$ cat config.mk
export PLATFORM = sky130hd
export DESIGN_NAME = hss_shade_pipe
export DESIGN_NICKNAME = d
export VERILOG_FILES = /design/src/rtl/hss_pkg.sv /design/src/rtl/hss_shade_pipe.sv
export SDC_FILE = /design/constraint.sdc
export NUM_CORES = 1
export LEC_CHECK = 0
export BUFFER_PORTS_ARGS = -buffer_cell sky130_fd_sc_hd__buf_4
export CAP_MARGIN = 40
export CORE_UTILIZATION = 40
export CTS_BUF_LIST = sky130_fd_sc_hd__clkbuf_16
export CTS_CLUSTER_DIAMETER = 60
export DETAILED_ROUTE_END_ITERATION = 6
export PLACE_DENSITY = 0.67
export SKIP_CTS_REPAIR_TIMING = 1
export SYNTH_ARGS = -nofsm -noshare
export SYNTH_HDL_FRONTEND = slang
export SYNTH_SLANG_ARGS = --single-unit
$ cat constraint.sdc
create_clock -name clk -period 24.8 [get_ports clk]
set_input_delay 4.96 -clock clk [delete_from_list [all_inputs] [get_ports clk]]
set_output_delay 4.96 -clock clk [all_outputs]
set_load 0.1 [all_outputs]
$ cat src/rtl/hss_pkg.sv
package hss_pkg;

    localparam int MAX_WIDTH   = 1024;
    localparam int ADDR_W      = $clog2(MAX_WIDTH);
    localparam int ROW_WIDTH_W = 11;
    // wide enough for row_width and for a column count that reaches MAX_WIDTH
    localparam int WID_W       = (ADDR_W + 1 > ROW_WIDTH_W) ? ADDR_W + 1 : ROW_WIDTH_W;

    localparam int PIX_W       = 8;
    localparam int GAIN_W      = 16;
    localparam int SHADE_W     = 13;
    localparam int FRAC_W      = 12;
    localparam int SHADE_ONE   = 4096;
    localparam int CHAN_MAX    = 255;

    // (9-bit signed diff) * (17-bit signed gain) plus headroom for 1.0 minus it
    localparam int RAW_W       = PIX_W + GAIN_W + 3;
    localparam int CH_PROD_W   = PIX_W + SHADE_W;

    localparam int CFG_INDEX_W = 3;
    localparam int CFG_DATA_W  = 16;

    typedef enum logic [CFG_INDEX_W-1:0] {
        CFG_ROW_WIDTH     = 3'd0,
        CFG_OFFSET_X      = 3'd1,
        CFG_OFFSET_Z      = 3'd2,
        CFG_SLOPE_GAIN    = 3'd3,
        CFG_SHADE_FLOOR   = 3'd4,
        CFG_SHADE_CEILING = 3'd5
    } cfg_index_t;

    localparam logic [ROW_WIDTH_W-1:0] ROW_WIDTH_RST     = ROW_WIDTH_W'(256);
    localparam logic [GAIN_W-1:0]      SLOPE_GAIN_RST    = GAIN_W'(164);
    localparam logic [SHADE_W-1:0]     SHADE_FLOOR_RST   = SHADE_W'(410);
    localparam logic [SHADE_W-1:0]     SHADE_CEILING_RST = SHADE_W'(4096);

    typedef struct packed {
        logic               offset_x;
        logic               offset_z;
        logic [GAIN_W-1:0]  slope_gain;
        logic [SHADE_W-1:0] shade_floor;
        logic [SHADE_W-1:0] shade_ceiling;
    } cfg_t;

    typedef struct packed {
        logic [PIX_W-1:0] height;
        logic [PIX_W-1:0] red;
        logic [PIX_W-1:0] green;
        logic [PIX_W-1:0] blue;
        logic             col_nonzero;
        logic             past_first_row;
    } pixel_t;

endpackage

$ cat src/rtl/hss_shade_pipe.sv
module hss_shade_pipe (
    input  logic                       clk,
    input  logic                       rst_n,
    input  hss_pkg::cfg_t              cfg,
    input  logic                       pix_valid,
    input  hss_pkg::pixel_t            pix,
    input  logic [hss_pkg::PIX_W-1:0]  above,
    output logic                       advance,
    output logic                       out_valid,
    input  logic                       out_ready,
    output logic [hss_pkg::PIX_W-1:0]  red_out,
    output logic [hss_pkg::PIX_W-1:0]  green_out,
    output logic [hss_pkg::PIX_W-1:0]  blue_out,
    output logic [hss_pkg::SHADE_W-1:0] shade_value
);

    localparam int RAW_W = hss_pkg::RAW_W;
    localparam int CPW   = hss_pkg::CH_PROD_W;
    localparam int PW    = hss_pkg::PIX_W;

    logic [PW-1:0] left_height_reg, upper_left_height_reg;

    logic                    v2_reg, v3_reg, out_valid_reg;
    logic signed [RAW_W-1:0] raw_reg;
    logic [PW-1:0]           r2_reg, g2_reg, b2_reg;
    logic [CPW-1:0]          rp_reg, gp_reg, bp_reg;
    logic [hss_pkg::SHADE_W-1:0] shade3_reg;

    logic [PW-1:0]                 red_reg, green_reg, blue_reg;
    logic [hss_pkg::SHADE_W-1:0]   shade_reg;

    logic [PW-1:0]                 nb;
    logic                          has_nb;
    logic signed [PW:0]            diff;
    logic signed [hss_pkg::GAIN_W:0] gain_s;
    logic signed [RAW_W-1:0]       prod;
    logic signed [RAW_W-1:0]       raw_next;
    logic signed [RAW_W-1:0]       floored;
    logic signed [RAW_W-1:0]       clamped;
    logic [hss_pkg::SHADE_W-1:0]   shade_next;
    logic [PW:0]                   rs, gs, bs;

    assign advance = !out_valid_reg || out_ready;

    // neighbour toward the light
    always_comb
    begin
        case ({cfg.offset_x, cfg.offset_z})
            2'b11:   nb = upper_left_height_reg;
            2'b10:   nb = left_height_reg;
            2'b01:   nb = above;
            default: nb = pix.height;
        endcase
        has_nb   = (!cfg.offset_z || pix.past_first_row) && (!cfg.offset_x || pix.col_nonzero);
        diff     = $signed({1'b0, nb}) - $signed({1'b0, pix.height});
        gain_s   = $signed({1'b0, cfg.slope_gain});
        prod     = diff * gain_s;
        raw_next = $signed(RAW_W'(hss_pkg::SHADE_ONE));
        if (has_nb)
        begin
            raw_next = $signed(RAW_W'(hss_pkg::SHADE_ONE)) - prod;
        end
    end

    // raise to floor first, then lower to ceiling
    always_comb
    begin
        floored = raw_reg;
        if (raw_reg < $signed(RAW_W'(cfg.shade_floor)))
        begin
            floored = $signed(RAW_W'(cfg.shade_floor));
        end
        clamped = floored;
        if (floored > $signed(RAW_W'(cfg.shade_ceiling)))
        begin
            clamped = $signed(RAW_W'(cfg.shade_ceiling));
        end
        shade_next = clamped[hss_pkg::SHADE_W-1:0];
    end

    assign rs = rp_reg[CPW-1:hss_pkg::FRAC_W];
    assign gs = gp_reg[CPW-1:hss_pkg::FRAC_W];
    assign bs = bp_reg[CPW-1:hss_pkg::FRAC_W];

    always_ff @(posedge clk or negedge rst_n)
    begin
        if (!rst_n)
        begin
            v2_reg                <= 1'b0;
            v3_reg                <= 1'b0;
            out_valid_reg         <= 1'b0;
            left_height_reg       <= '0;
            upper_left_height_reg <= '0;
        end
        else if (advance)
        begin
            v2_reg        <= pix_valid;
            v3_reg        <= v2_reg;
            out_valid_reg <= v3_reg;
            if (pix_valid)
            begin
                left_height_reg       <= pix.height;
                upper_left_height_reg <= above;
            end
        end
    end

    always_ff @(posedge clk)
    begin
        if (advance)
        begin
            raw_reg    <= raw_next;
            r2_reg     <= pix.red;
            g2_reg     <= pix.green;
            b2_reg     <= pix.blue;
            shade3_reg <= shade_next;
            rp_reg     <= CPW'(r2_reg) * CPW'(shade_next);
            gp_reg     <= CPW'(g2_reg) * CPW'(shade_next);
            bp_reg     <= CPW'(b2_reg) * CPW'(shade_next);
            shade_reg  <= shade3_reg;
            red_reg    <= (rs > (PW+1)'(hss_pkg::CHAN_MAX)) ? PW'(hss_pkg::CHAN_MAX) : rs[PW-1:0];
            green_reg  <= (gs > (PW+1)'(hss_pkg::CHAN_MAX)) ? PW'(hss_pkg::CHAN_MAX) : gs[PW-1:0];
            blue_reg   <= (bs > (PW+1)'(hss_pkg::CHAN_MAX)) ? PW'(hss_pkg::CHAN_MAX) : bs[PW-1:0];
        end
    end

    assign out_valid   = out_valid_reg;
    assign red_out     = red_reg;
    assign green_out   = green_reg;
    assign blue_out    = blue_reg;
    assign shade_value = shade_reg;

endmodule

==> summary by stage <==
Run status
The flow ran to the end, and the final reports show no timing, DRC or antenna violations.

Detailed routing
The average wire length per cell after detail routing is 15.97 um. The number of DRC markers after the initial detailed-route iteration is 596. The number of vias in the routed layout is 13930. Wires add up to 45.07 mm. Detailed routing placed a total of 1.773 mm of wire on met3. The total iterations of the first detailed-routing run is 4. The routed design uses 22.77 mm of met2 wire. In the routed design, unresolved DRC markers number 0. The via density per instance is 4.933. The number of antenna-violating nets in the routed design is 0.

After detailed routing, the wire length on met1 is 19.72 mm. The highest layer touched by signal routing is met4.

Finish
The total of fill cells in the finished design is 4684. The flip-flop and latch area is 0.004319 mm^2. The area used by multi-input combinational logic is 0.01453 mm^2. The top cell types in the final layout, fill and taps aside, are sky130_fd_sc_hd__inv_1, sky130_fd_sc_hd__and2_1, sky130_fd_sc_hd__fa_1. The share of post-route cells with drive strength above 1 is 0.1232. The antenna diode count is 0. The library cell used most frequently in the layout, excluding fill and tap cells, is sky130_fd_sc_hd__inv_1. The utilization after layout is 0.4549. Compared with the post-synthesis result, the final layout area differs by 11.71%. The number of flip-flops in the largest register is 27. In the final design database the tool counted 2757 nets.

Yosys
The library cell occupying the most area in the post-synthesis netlist is sky130_fd_sc_hd__fa_1. The share of async-settable or async-resettable flops after synthesis is 0.1293. The mapped netlist covers 0.02052 mm^2.

The sequential area share after synthesis is 0.2105. The mean instance size in the synthesized netlist is 10.06 um^2. Yosys mapped a number of flops with a built-in enable equal to 128. The area share of the largest cell type after synthesis is 0.2918. The number of warning messages in the yosys log is 0.

Synthesis handed over a netlist of 2039 instances. When the netlist entered floorplanning its net count stood at 2658. In the synthesized netlist the dominant register cell turns out to be sky130_fd_sc_hd__edfxtp_1. The number of distinct library cell variants in the gate-level netlist after synthesis is 66. In the post-synthesis netlist, the biggest area contributors are sky130_fd_sc_hd__fa_1, sky130_fd_sc_hd__edfxtp_1, sky130_fd_sc_hd__ha_1.

The number of register bits inferred by synthesis is 147.

Run
Across the run, the number of max-cap violations was 0.

Worst setup path
The largest stage delay on the critical path is 0.60 ns. Among all stages on the critical path, the largest delay is contributed by sky130_fd_sc_hd__a21oi_2. For the worst setup path, the data arrival time is 15.02 ns. At the worst endpoint, the required time is 25.02 ns.

The cell occurring most often along the worst timing path is sky130_fd_sc_hd__a21o_1. The critical path is of the primary input to register type. Along the worst path, the maximum fanout reaches 17. The worst setup path is captured at a register. The kind of launch point of the worst setup path is a primary input.

Die
The initialized floorplan defines 82 standard-cell rows. The placeable core region is 0.05038 mm^2. The effective utilization at floorplan is 0.4073. The vertical extent of the die is 228.5 um. 129 I/O pins were placed. The die footprint is 0.05220 mm^2.

The width of the die is 228.5 um.

STA
Setup violations remaining at the end of the flow were counted as 0. Setup repair after global routing left no endpoint under its margin. Setup total negative slack on the finished layout was measured at 0 ns. The hold violation total from the final report is 0.

Based on the critical path, the design can be clocked at up to 67.59 MHz. Of the available clock period, the critical path in the final layout requires 0.5966. The time the worst path needs with I/O delays and setup is 14.79 ns. For the pin with the worst max-slew slack, the measured transition is 0.8174 ns. For the final database, setup skew stands at 0.01475 ns. In this run the tightest slew margin relative to its limit is 0.4551.

The count of final max-slew check failures is 0. Setup slack closes at 10.01 ns.

Min path
In this run the worst hold path is classified as register to register.

Global route
The first global-routing pass estimated 76.65 mm of wire. The via count of the first global-routing pass came to 15310. The total routing usage reported by global routing is 0.1840. The initial antenna violation count came to 0.

The pin count of the biggest net entering global routing is 70. Summed over all layers, the global routing overflow is 0.

Placement
In this run the tool buffered the top-level ports with 128 buffer cells. At the end of routability-driven placement, the weighted congestion stood at 0.8689. The detailed placement HPWL is 35.53 mm. At the placement stage, the worst setup path has a slack of 9.605 ns.

Clock tree
The clock passes through at most 2 buffers. Counting the buffers created by CTS gives 17. The library cell used as clock root buffer is sky130_fd_sc_hd__clkbuf_16. TritonCTS built the clock tree. Clock-pin slew was measured on the worst setup and hold paths at 0.07 ns.

The H-tree generated during clock tree synthesis spans 4 levels. The number of clock sinks seen by CTS is 147. The clock network latency to the later pin of the worst-skew pair is 0.48 ns.
routing by layer:
metal	track usage	vias up
met4	0.05705	0
met2	0.3234	227
li1	-	6626
met5	0	-
met3	0.03805	52
met1	0.2250	7021
stage by stage:
stage	instances	instance area, um^2	hold WS [ns]
2_1_floorplan	2039	20520	0.4003
3_3_place_gp	2786	22230	0.4026
3_5_place_dp	2791	22310	0.4052
4_1_cts	2823	22920	0.4195
5_1_grt	2823	22920	0.4330
6_report	2823	22920	0.4170
worst max-delay path: cells and delay by family:
kind                       cells  cell delay, ns
and+or+nand+nor                8            1.90
adders and majority gates      8            3.34
muxes                          1            0.42
xor gates and xnor gates       1            0.08
buffers and inverters          6            0.70
AOI/OAI and AO/OA             18            3.57
layout make-up:
type                            instances  share of cell area
Multi-Input combinational cell       1437              0.6338
Sequential cell                       147              0.1885
Inverter                              383             0.06273
Tap cell                              672             0.03669
Clock buffer                           17             0.01856
Timing Repair Buffer                  152             0.05181
Clock inverter                         15            0.007971
cells by family (layout without fill, tap and decap cells):
family,Yosys count,count (layout),synth area share
AND/OR/NAND/NOR,654,654,0.1751
adder cells (fa/ha/maj),529,529,0.4320
multiplexers,31,31,0.02135
AO/OA/AOI/OAI,177,177,0.05739
buffers and inverters,455,567,0.08398
XOR/XNOR,46,46,0.01964
flip-flops,147,147,0.2105
worst paths after layout:
check | startpoint | endpoint | slack (ns) | cells past startpoint
max reg2reg | raw_reg[1] | rp_reg[20] | 14.17 | 40
min in group asynchronous | rst_n | left_height_reg[1] | 4.35 | 1
max | cfg[14] | rp_reg[20] | 10.01 | 42
min reg2reg | shade3_reg[12] | shade_value[12] | 0.42 | 0
min | shade3_reg[12] | shade_value[12] | 0.42 | 0
max in group asynchronous | rst_n | out_valid | 20.24 | 1
cells in the mapped netlist (all sizes together), types with 4 or more instances:
library cell  number
a21o              29
a41oi              5
buf               16
o21ai             36
xnor2             23
xor2              23
or2               24
a21oi             52
nand2            122
nor3              17
nor2              86
nor2b             17
a211o              7
nand3              9
clkbuf            56
dfrtp             19
a211oi             8
and2             308
mux2              22
nor4               4
mux4               8
nand4              9
fa               299
ha               230
a31oi              6
nand2b            36
o21bai             6
and3               6
inv              383
o21a               9
edfxtp           128
and4               4
Power is left out: the tool's default activity adds up to more than one toggle a clock period on the data nets, which glitch-free logic cannot reach.
